[config.mk]
export PLATFORM = sky130hd
export DESIGN_NAME = lazy_init_free_list_allocator_unit
export DESIGN_NICKNAME = d
export VERILOG_FILES = /design/src/hdl/lifl_pkg.sv /design/src/hdl/lazy_init_free_list_allocator_unit.sv /design/src/hdl/lifl_ram.sv /design/src/hdl/lifl_dpath.sv /design/src/hdl/lifl_ctrl.sv
export SDC_FILE = /design/constraint.sdc
export NUM_CORES = 2
export LEC_CHECK = 0
export ABC_AREA = 1
export BUFFER_PORTS_ARGS = -buffer_cell sky130_fd_sc_hd__buf_2
export CORE_ASPECT_RATIO = 0.9
export CORE_UTILIZATION = 60
export DETAILED_ROUTE_END_ITERATION = 16
export PLACE_DENSITY = 0.76
export SLEW_MARGIN = 20
export SYNTH_ARGS = -nofsm -noshare
export SYNTH_HDL_FRONTEND = slang
export SYNTH_SLANG_ARGS = --single-unit
[constraint.sdc]
create_clock -name clk_i -period 21.4 [get_ports clk_i]
set_clock_uncertainty 0.2 [all_clocks]
set_input_delay 0 -clock clk_i [delete_from_list [all_inputs] [get_ports clk_i]]
set_output_delay 0 -clock clk_i [all_outputs]
set_load 0.02 [all_outputs]
[src/hdl/lifl_pkg.sv]
// Shared types, sizes and codes of the lazy-init free-list allocator.
package lifl_pkg;

  localparam int unsigned BLOCKS = 256;
  localparam int unsigned IDX_W  = $clog2(BLOCKS);
  localparam int unsigned CNT_W  = IDX_W + 1;
  localparam int unsigned ADDR_W = 3;
  localparam int unsigned DATA_W = 32;

  localparam logic [CNT_W-1:0] BLOCKS_CNT = CNT_W'(BLOCKS);

  // Request kinds.
  localparam logic FUNC_ALLOC = 1'b0;
  localparam logic FUNC_FREE  = 1'b1;

  // Result status codes.
  localparam logic [1:0] STATUS_OK       = 2'd0;
  localparam logic [1:0] STATUS_EMPTY    = 2'd1;
  localparam logic [1:0] STATUS_BAD_FREE = 2'd2;

  // Word index of the only register (paddr bit 2).
  localparam logic REG_BLOCKS_IN_USE = 1'b0;

  typedef struct packed {
    logic             func;
    logic [IDX_W-1:0] block_index;
  } req_t;

  typedef struct packed {
    logic [1:0]       status;
    logic [IDX_W-1:0] granted_index;
    logic [CNT_W-1:0] free_blocks;
  } rsp_t;

  // Commands from the controller to the datapath.
  typedef struct packed {
    logic alloc_start;
    logic alloc_end;
    logic free_do;
  } cmd_t;

endpackage

[src/hdl/lazy_init_free_list_allocator_unit.sv]
// Top level of the lazy-init free-list block allocator.
//
//   Channel  Direction  Handshake            Payload
//   in       input      in_valid_i/in_stall_o   req_t  {func, block_index}
//   out      output     out_valid_o/out_stall_i rsp_t  {status, granted_index, free_blocks}
//   cfg      input      APB psel/penable/pready  blocks_in_use at byte address 0
//
// An allocate passes through ST_ALLOC, a free does not: the head's link is read from the
// link RAM, whose read data is registered, before the new head is known.
// Results wait in an output register; a new item is taken while the last
// result is handed over. Reset clears the control and pool registers; the
// link RAM needs no clearing, since lazy initialization writes each link
// before it is read.
module lazy_init_free_list_allocator_unit (
  input  logic                        clk_i,
  input  logic                        rst_ni,
  input  logic                        in_valid_i,
  output logic                        in_stall_o,
  input  lifl_pkg::req_t              in_data_i,
  output logic                        out_valid_o,
  input  logic                        out_stall_i,
  output lifl_pkg::rsp_t              out_data_o,
  input  logic                        psel,
  input  logic                        penable,
  input  logic                        pwrite,
  input  logic [lifl_pkg::ADDR_W-1:0] paddr,
  input  logic [lifl_pkg::DATA_W-1:0] pwdata,
  output logic [lifl_pkg::DATA_W-1:0] prdata,
  output logic                        pready
);
  import lifl_pkg::*;

  cmd_t             cmd;
  logic             cfg_we;
  logic [CNT_W-1:0] blocks_in_use;

  // Byte-lane bits of paddr are not decoded.
  assign pready = 1'b1;
  assign cfg_we = psel && penable && pwrite && pready && (paddr[2] == REG_BLOCKS_IN_USE);
  assign prdata = (paddr[2] == REG_BLOCKS_IN_USE) ? DATA_W'(blocks_in_use) : '0;

  lifl_ctrl u_ctrl (
    .clk_i      (clk_i),
    .rst_ni     (rst_ni),
    .in_valid_i (in_valid_i),
    .in_func_i  (in_data_i.func),
    .in_stall_o (in_stall_o),
    .out_valid_o(out_valid_o),
    .out_stall_i(out_stall_i),
    .cmd_o      (cmd)
  );

  lifl_dpath u_dpath (
    .clk_i          (clk_i),
    .rst_ni         (rst_ni),
    .cmd_i          (cmd),
    .req_i          (in_data_i),
    .cfg_we_i       (cfg_we),
    .cfg_wdata_i    (pwdata[CNT_W-1:0]),
    .blocks_in_use_o(blocks_in_use),
    .rsp_o          (out_data_o)
  );

endmodule

[src/hdl/lifl_ram.sv]
// Generic single-write, single-read RAM with registered read data.
module lifl_ram #(
  parameter int unsigned Width = 8,
  parameter int unsigned Depth = 256
) (
  input  logic                     clk_i,
  input  logic                     we_i,
  input  logic [$clog2(Depth)-1:0] waddr_i,
  input  logic [Width-1:0]         wdata_i,
  input  logic                     re_i,
  input  logic [$clog2(Depth)-1:0] raddr_i,
  output logic [Width-1:0]         rdata_o
);

  logic [Width-1:0] mem_q [Depth];
  logic [Width-1:0] rdata_q;

  // Read returns the old contents when the same address is written.
  always_ff @(posedge clk_i) begin
    if (we_i) begin
      mem_q[waddr_i] <= wdata_i;
    end
    if (re_i) begin
      rdata_q <= mem_q[raddr_i];
    end
  end

  assign rdata_o = rdata_q;

endmodule

[src/hdl/lifl_dpath.sv]
// Datapath: pool registers, link memory and the result register.
module lifl_dpath (
  input  logic                       clk_i,
  input  logic                       rst_ni,
  input  lifl_pkg::cmd_t             cmd_i,
  input  lifl_pkg::req_t             req_i,
  input  logic                       cfg_we_i,
  input  logic [lifl_pkg::CNT_W-1:0] cfg_wdata_i,
  output logic [lifl_pkg::CNT_W-1:0] blocks_in_use_o,
  output lifl_pkg::rsp_t             rsp_o
);
  import lifl_pkg::*;

  logic [CNT_W-1:0] blocks_q, blocks_d;
  logic [IDX_W-1:0] head_q, head_d;
  logic             head_valid_q, head_valid_d;
  logic [CNT_W-1:0] free_q, free_d;
  logic [CNT_W-1:0] init_q, init_d;
  logic             hit_q, hit_d;
  logic [CNT_W-1:0] hit_val_q, hit_val_d;
  rsp_t             rsp_q, rsp_d;

  logic [CNT_W-1:0] n, n_cfg;
  logic             lazy_wr;
  logic             can_pop;
  logic             bad_free;
  logic [CNT_W-1:0] nxt;

  logic             mem_we;
  logic [IDX_W-1:0] mem_waddr;
  logic [CNT_W-1:0] mem_wdata;
  logic [CNT_W-1:0] mem_rdata;

  function automatic logic [CNT_W-1:0] clamp_count(logic [CNT_W-1:0] v);
    logic [CNT_W-1:0] r;
    r = v;
    if (v == '0) begin
      r = CNT_W'(1);
    end else if (v > BLOCKS_CNT) begin
      r = BLOCKS_CNT;
    end
    return r;
  endfunction

  assign n       = clamp_count(blocks_q);
  assign n_cfg   = clamp_count(cfg_wdata_i);
  assign lazy_wr = cmd_i.alloc_start && (init_q < n);
  assign can_pop = (free_q != '0) && head_valid_q && ({1'b0, head_q} < n);
  assign bad_free = ({1'b0, req_i.block_index} >= n) || (free_q >= n);
  // The lazy write lands in the same cycle as the head read; forward it.
  assign nxt     = hit_q ? hit_val_q : mem_rdata;

  always_comb begin
    mem_we    = 1'b0;
    mem_waddr = init_q[IDX_W-1:0];
    mem_wdata = init_q + CNT_W'(1);
    if (lazy_wr) begin
      mem_we = 1'b1;
    end else if (cmd_i.free_do && !bad_free) begin
      mem_we    = 1'b1;
      mem_waddr = req_i.block_index;
      mem_wdata = head_valid_q ? {1'b0, head_q} : n;
    end
  end

  always_comb begin
    blocks_d     = blocks_q;
    head_d       = head_q;
    head_valid_d = head_valid_q;
    free_d       = free_q;
    init_d       = init_q;
    hit_d        = hit_q;
    hit_val_d    = hit_val_q;
    rsp_d        = rsp_q;
    if (cfg_we_i) begin
      blocks_d     = cfg_wdata_i;
      free_d       = n_cfg;
      init_d       = '0;
      head_d       = '0;
      head_valid_d = 1'b1;
    end else if (cmd_i.alloc_start) begin
      hit_d     = lazy_wr && (init_q[IDX_W-1:0] == head_q);
      hit_val_d = init_q + CNT_W'(1);
      if (lazy_wr) begin
        init_d = init_q + CNT_W'(1);
      end
    end else if (cmd_i.alloc_end) begin
      rsp_d.status        = STATUS_EMPTY;
      rsp_d.granted_index = '0;
      rsp_d.free_blocks   = free_q;
      if (can_pop) begin
        rsp_d.status        = STATUS_OK;
        rsp_d.granted_index = head_q;
        rsp_d.free_blocks   = free_q - CNT_W'(1);
        free_d              = free_q - CNT_W'(1);
        if ((free_q > CNT_W'(1)) && (nxt < n)) begin
          head_d = nxt[IDX_W-1:0];
        end else begin
          head_d       = '0;
          head_valid_d = 1'b0;
        end
      end
    end else if (cmd_i.free_do) begin
      rsp_d.granted_index = '0;
      if (bad_free) begin
        rsp_d.status      = STATUS_BAD_FREE;
        rsp_d.free_blocks = free_q;
      end else begin
        rsp_d.status      = STATUS_OK;
        rsp_d.free_blocks = free_q + CNT_W'(1);
        free_d            = free_q + CNT_W'(1);
        head_d            = req_i.block_index;
        head_valid_d      = 1'b1;
      end
    end
  end

  always_ff @(posedge clk_i or negedge rst_ni) begin
    if (!rst_ni) begin
      blocks_q     <= BLOCKS_CNT;
      head_q       <= '0;
      head_valid_q <= 1'b1;
      free_q       <= BLOCKS_CNT;
      init_q       <= '0;
      hit_q        <= 1'b0;
    end else begin
      blocks_q     <= blocks_d;
      head_q       <= head_d;
      head_valid_q <= head_valid_d;
      free_q       <= free_d;
      init_q       <= init_d;
      hit_q        <= hit_d;
    end
  end

  always_ff @(posedge clk_i) begin
    hit_val_q <= hit_val_d;
    rsp_q     <= rsp_d;
  end

  lifl_ram #(
    .Width(CNT_W),
    .Depth(BLOCKS)
  ) u_link_ram (
    .clk_i  (clk_i),
    .we_i   (mem_we),
    .waddr_i(mem_waddr),
    .wdata_i(mem_wdata),
    .re_i   (cmd_i.alloc_start),
    .raddr_i(head_q),
    .rdata_o(mem_rdata)
  );

  assign blocks_in_use_o = blocks_q;
  assign rsp_o           = rsp_q;

endmodule

[src/hdl/lifl_ctrl.sv]
// Controller: request handshake, allocate sequencing and result valid.
module lifl_ctrl (
  input  logic           clk_i,
  input  logic           rst_ni,
  input  logic           in_valid_i,
  input  logic           in_func_i,
  output logic           in_stall_o,
  output logic           out_valid_o,
  input  logic           out_stall_i,
  output lifl_pkg::cmd_t cmd_o
);
  import lifl_pkg::*;

  localparam logic ST_IDLE  = 1'b0;
  localparam logic ST_ALLOC = 1'b1;

  logic state_q, state_d;
  logic out_valid_q, out_valid_d;
  logic accept;
  logic load;

  assign in_stall_o = (state_q != ST_IDLE) || (out_valid_q && out_stall_i);
  assign accept     = in_valid_i && !in_stall_o;

  assign cmd_o.alloc_start = accept && (in_func_i == FUNC_ALLOC);
  assign cmd_o.free_do     = accept && (in_func_i == FUNC_FREE);
  assign cmd_o.alloc_end   = (state_q == ST_ALLOC);
  assign load              = cmd_o.free_do || cmd_o.alloc_end;

  always_comb begin
    state_d = state_q;
    unique case (state_q)
      ST_IDLE: begin
        if (cmd_o.alloc_start) begin
          state_d = ST_ALLOC;
        end
      end
      ST_ALLOC: begin
        state_d = ST_IDLE;
      end
      default: begin
        state_d = ST_IDLE;
      end
    endcase
  end

  always_comb begin
    out_valid_d = out_valid_q;
    if (load) begin
      out_valid_d = 1'b1;
    end else if (out_valid_q && !out_stall_i) begin
      out_valid_d = 1'b0;
    end
  end

  always_ff @(posedge clk_i or negedge rst_ni) begin
    if (!rst_ni) begin
      state_q     <= ST_IDLE;
      out_valid_q <= 1'b0;
    end else begin
      state_q     <= state_d;
      out_valid_q <= out_valid_d;
    end
  end

  assign out_valid_o = out_valid_q;

  // A pending result is never overwritten by a new one.
  a_no_overwrite: assert property (@(posedge clk_i) disable iff (!rst_ni)
    (out_valid_q && out_stall_i) |-> !load)
    else $error("result register overwritten while stalled");

  // The result slot is free when an allocate finishes.
  a_alloc_slot_free: assert property (@(posedge clk_i) disable iff (!rst_ni)
    cmd_o.alloc_start |=> (!out_valid_q && state_q == ST_ALLOC))
    else $error("allocate finishing into a busy result slot");

  // The finishing cycle always follows an accepted allocate.
  a_alloc_origin: assert property (@(posedge clk_i) disable iff (!rst_ni)
    cmd_o.alloc_end |-> $past(cmd_o.alloc_start))
    else $error("allocate finish without a started allocate");

endmodule

**Word-level counts from Yosys, hierarchy flattened**

Memories as Yosys holds them, arrays and structs flattened. A register that Yosys moved wholly into a read port is not among the register bits.
Cells that the tools add are included.

- Register bits: 67
- RAM bits: 2,304
- Input bits: 51
- Output and inout bits: 54
- Word-level logic and storage cells: 114
- Memories kept: 1

- Add/sub/neg operators: 3
- Magnitude comparators: 8
- Equality and inequality tests: 5
- Multiplexer cells: 46
- Bitwise gates (word level): 5
- Reductions and logical operators: 34

Memory list:

| name | depth | width | read ports | clocked after Yosys merged registers in | wr ports | RTL line | text |
|---|---|---|---|---|---|---|---|
| u_dpath.u_link_ram.mem_q | 256 | 9 | 1 | 1 | 1 | lifl_ram.sv:15 | `logic [Width-1:0] mem_q [Depth];` |

Operators with widths:

| cell | number |
|---|---|
| $mux W9 | 18 |
| $mux W8 | 9 |
| $mux W19 | 2 |
| $add A9 B1 Y9 const B | 2 |
| $gt A9 B9 Y1 const B | 2 |
| $logic_not A9 Y1 | 2 |
| $lt A9 B9 Y1 | 2 |
| $mux W18 | 1 |
| $logic_and A1 B1 Y1 | 14 |
| $mux W1 | 14 |
| $ge A8 B9 Y1 | 1 |
| $ge A9 B9 Y1 | 1 |
| $gt A9 B1 Y1 const B | 1 |
| $lt A8 B9 Y1 | 1 |
| $reduce_bool A9 Y1 | 1 |
| $sub A9 B1 Y9 const B | 1 |
| $eq A8 B8 Y1 | 1 |
| $reduce_bool A2 Y1 | 4 |
| $ne A3 B3 Y1 const B | 2 |
| $reduce_and A3 Y1 | 2 |
| $not A1 Y1 | 5 |
| $reduce_and A5 Y1 | 1 |
| $reduce_and A2 Y1 | 2 |
| $reduce_and A4 Y1 | 1 |
| other kinds (7) | 11 |

**Longest topological paths before layout**

- Word-level depth: 11
- Gate-level depth with buffers: 21
- Gate-level depth less buffers: 19

**By module**

A second synthesis with hierarchy kept.

- Cell total of the unflattened synthesis: 8,572
- Area, all modules: 99,105.0 µm²

Modules (own cells, without submodules):

| module | times used | cells each | area an instance (µm²) | seq. area each (µm²) |
|---|---|---|---|---|
| lifl_ram | 1 | 7,826 | 93,609.8 | 69,456.6 |
| lifl_dpath | 1 | 683 | 5,101.1 | 1,770.4 |
| lazy_init_free_list_allocator_unit | 1 | 49 | 286.5 | 0.0 |
| lifl_ctrl | 1 | 14 | 107.6 | 50.0 |

**Worst setup path after synthesis**

OpenSTA, ideal clock, no wires.

- Path type: flip-flop to flip-flop
- Start point: register u_dpath.blocks_q[1] (netlist: u_dpath.blocks_in_use_o[1])
- End point: memory u_dpath.u_link_ram.mem_q[0][1] in the netlist's numbering (data pin)
- Setup time: 2.188 ns
- Data arrival time: 12.077 ns
- Required time: 19.012 ns
- Setup slack: 6.934 ns
- Stages on the path, launching flop included: 15
- Path buffers: 2
- Clock period less this slack: 14.466 ns
- Cell sequence: dfrtp_1 -> nor2_1 -> nand3_1 -> o21ai_0 -> nand2_1 -> ha_1 -> inv_1 -> nor2_1 -> and3_1 -> nand2_1 -> nand3_2 -> buf_6 -> inv_2 -> clkbuf_1 -> o21ai_0

- Cells in the longest elaborated chain, start to end: 9
- Elaborated cells on any way between the ends: 14
- Classes of those cells: order compare (4); mux (5); reduce/logical (5)

RTL lines:

| what | RTL line | text |
|---|---|---|
| start, declared | lifl_dpath.sv:14 | `logic [CNT_W-1:0] blocks_q, blocks_d;` |
| start signal, assigned | lifl_dpath.sv:127 | `blocks_q <= blocks_d;` |
| $gt A9 B9 Y1 | lifl_dpath.sv:39 | `end else if (v > BLOCKS_CNT) begin` |
| $mux W9 | lifl_dpath.sv:39 |  |
| $mux W9 (*) | lifl_dpath.sv:37 | `if (v == '0) begin` |
| $ge A8 B9 Y1 or $ge A9 B9 Y1 (tied branches) | lifl_dpath.sv:49 | `assign bad_free = ({1'b0, req_i.block_index} >= n) \|\| (free_q >= n);` |
| $logic_or A1 B1 Y1 | lifl_dpath.sv:49 |  |
| $logic_not A1 Y1 | lifl_dpath.sv:59 | `end else if (cmd_i.free_do && !bad_free) begin` |
| $logic_and A1 B1 Y1 | lifl_dpath.sv:59 |  |
| $mux W9 | lifl_dpath.sv:59 |  |
| $mux W9 (*) | lifl_dpath.sv:57 | `if (lazy_wr) begin` |
| via u_dpath.mem_wdata[1] | lifl_dpath.sv:31 | `logic [CNT_W-1:0] mem_wdata;` |
| end, declared | lifl_ram.sv:15 |  |

Mark *: on every way through the listed nets, which the timed path passes. The rest lies on a longest branch.

**Worst setup path after layout**

- Start point: register u_dpath.blocks_q[1] (netlist: u_dpath.blocks_in_use_o[1])
- End point: memory u_dpath.u_link_ram.mem_q[10][4] in the netlist's numbering (data pin)

Same word-level chain as after synthesis.

==> metrics.txt <==
status finished, final reports clean; H-Tree Depth 4; GPL Wtd Cong 0.9200; Layout fillers 11.36k; CTS buffer count 224; GR Layer Usage met1 42.71%; # DRC 0; critical path arrival 7.43 ns; CP Capture Type register; R2R cell count 16; Max transition margin 18.23%; die height 386.9 um; Avg Inst Size Synth 11.55 um2; RSZ-0062 raised after global routing no; max-slew violation count 0; Place WS 14.57 ns; Seq pwr share 40.2%; endpoints failing setup 0; Synth area leaders edfxtp_1 71%, nand3_1 12%, nand2_1 9.9%, clkbuf_1 1.6%, nor2_1 1.2%; Die Width 429.7 um; clock power share 25.7%; multi-input logic area 0.02487 mm2; starting density of the core 60.76%; share of cells above drive strength 1 6.424%; Post-CTS Setup Bufs 0; # rows 140; Tot Pwr 15.18 mW; Leak Pwr 38.46 nW; Bufs on Longest Clock Path 3; largest net degree at the start of global routing 236; Core ar. 0.1626 mm2; Finished Core Util 66.55%; combinational power share 34.1%; insertion delay to the later sink of the worst-skew pair 0.85 ns; Critical Path Fanout Max 88; commonest non-fill, non-tap cell in the layout nand2_1; initial antenna violation count 1; grt met3 use 5.849%; P_sw 5.852 mW; power density cells 140.3 mW/mm2; CTS root buf clkbuf_16; Peak supply drop 0.0001921 V; Gate Count Post-Synth 8554; Startpoint Class register; vias in the first global route 63.85k; IO Pins 105; final setup TNS 0 ns; hold_ws 0.05629 ns; port bufs 55; Synth area leader edfxtp_1; fin worst setup slack 14.27 ns; Final HPWL DP 138200 um; Post-synth ARST share 1.639%; CTS tree done; Pint 9.327 mW; register area share after synthesis 72.16%; flops & latches, synth 2380; switching share of power 38.55%; Total GRT Usage 30.48%; first-pass GRT wire length 384100 um; ANT nets after route 0; crit share post-route 33.32%; final hold vios 0; most frequent cells in the layout 2605 x nand2_1, 2341 x edfxtp_1, 2311 x nand3_1; fmax 140.2 MHz; Via density 6.259; Synth Flop Type edfxtp_1; Worst-path clk slew 0.06 ns; GR Overflow Total 0; top cell type's share of synthesized area 71.17%; worst hold path class input pin to register; worst endpoint required time 21.70 ns; Yosys warnings 0; drt first pass iters 8; drt total wl 257200 um; met2 Use GR 46.65%; critical path class register to register; synthesis-to-finish area growth 9.530%; worst slew pin tran 1.227 ns; Post-Syn Area 0.09877 mm2; synth unique cells 44; maxcap violations 0; die area 0.1662 mm2; starting DRC count in detailed routing 10.11k; CTS Sinks 2380; number of synthesized flops with an enable pin 2341; sequential cell area 0.07130 mm2; worst hold path cell count 3; via count 67.32k; GRT Max-Usage Layer met2; post-layout min period 7.130 ns; WL per Instance 23.92 um; Final #Nets 8528
-- per-layer routing --
layer  part of all wire, %  vias up  routed length [um]
met1                    38    32370               97520
met4                   4.8        6               12310
li1                      -    29950                   -
met3                    12      677               29950
met5                 0.018        -                  46
met2                    46     4319              117400
-- flip-flops by register name (all words and copies together) (netlist names) --
signal and count:
u_dpath.u_link_ram.mem_q 2304, u_dpath.rsp_o 19, u_dpath.blocks_in_use_o 9, u_dpath.free_q 9, u_dpath.hit_val_q 9, u_dpath.init_q 9
u_dpath.u_link_ram.rdata_o 9, u_dpath.head_q 8, u_ctrl.out_valid_o 1, u_ctrl.state_q 1, u_dpath.head_valid_q 1, u_dpath.hit_q 1
-- Yosys cell counts (22+ instances only) --
cell and number:
buf_1 80, xor2_1 22, nand2_2 23, clkbuf_1 426
buf_4 41, ha_1 44, nand2_1 2605, edfxtp_1 2341
nor2_1 317, nand3_1 2311, buf_2 29, o21ai_0 36
inv_1 82, a21oi_1 23, dfrtp_1 36
-- power by group through the flow --
stage                     clock (mW)  combinational, mW  sequential, mW
final                           3.90               5.17            6.11
after detailed placement           0               4.97            6.20
after global routing            4.09               5.53            6.11
after floorplan                    0               3.21            6.65
after CTS                       3.91               5.03            6.10
after global placement             0               4.84            6.19
-- per-stage QoR --
stage	instances	instance area (um2)
global route	10750	108200
global placement	10260	100200
finish	10760	108200
floorplan	8576	98850
detailed placement	10260	100200
CTS	10750	108200
-- critical path, cell delays in order (launching register included) --
cell      delay [ns]
dfrtp_1         0.41
nor2_1          0.14
nand3_1         0.12
o21ai_0         0.36
nand2_1         0.38
ha_1            0.41
nand2_1         0.07
nand2_1         0.04
a21oi_1         0.11
nand2_1         0.07
nand2_1         0.58
nand3_2         0.64
inv_2           0.64
o211ai_1        0.26
o21ai_4         0.42
buf_4           0.90
buf_4           0.91
-- kinds of logic (layout without fill, tap and decap cells) --
logic type / Yosys count / count (layout) / share of synthesized area, %
other: 2 / 25 / 0.007603
DFF: 2380 / 2380 / 72.16
buffers and inverters: 677 / 725 / 2.850
AOI/OAI and AO/OA: 91 / 91 / 0.5371
xor gates and xnor gates: 22 / 22 / 0.1951
and+or+nand+nor: 5337 / 5337 / 23.68
adders and majority gates: 44 / 44 / 0.5574
muxes: 1 / 1 / 0.01013
-- area by class of cell --
type	instances	area share, %
inverters	90	0.3366
clock buffers	284	5.429
clock inverters	133	1.199
flip-flops and latches	2380	65.90
multi-input cells	5519	22.99
repair buffers	218	1.676
well taps	2130	2.463
diodes	1	0.002313
-- final timing paths --
| path | from | end | slack [ns] |
|---|---|---|---|
| worst max-delay path | u_dpath.blocks_in_use_o[1]$_DFFE_PN0P_ | u_dpath.u_link_ram.mem_q[10][4]$_DFFE_PP_ | 14.27 |
| worst min-delay path | in_valid_i | u_dpath.u_link_ram.rdata_o[1]$_DFFE_PP_ | 0.06 |
| worst max register to register | u_dpath.blocks_in_use_o[1]$_DFFE_PN0P_ | u_dpath.u_link_ram.mem_q[10][4]$_DFFE_PP_ | 14.27 |
| worst min register to register | u_dpath.head_valid_q$_DFFE_PN1P_ | u_dpath.head_valid_q$_DFFE_PN1P_ | 0.33 |
| max in group asynchronous | rst_ni | u_dpath.head_q[1]$_DFFE_PN0P_ | 20.53 |
| min in group asynchronous | rst_ni | u_dpath.blocks_in_use_o[8]$_DFFE_PN1P_ | 0.17 |
-- what timing repair did --
item                                   4_1_cts  5_1_grt
gates resized for setup                      0        0
endpoints found under the hold margin      115        0
hold buffers                                77        0
No activity file was read; power rests on OpenSTA's default activity.
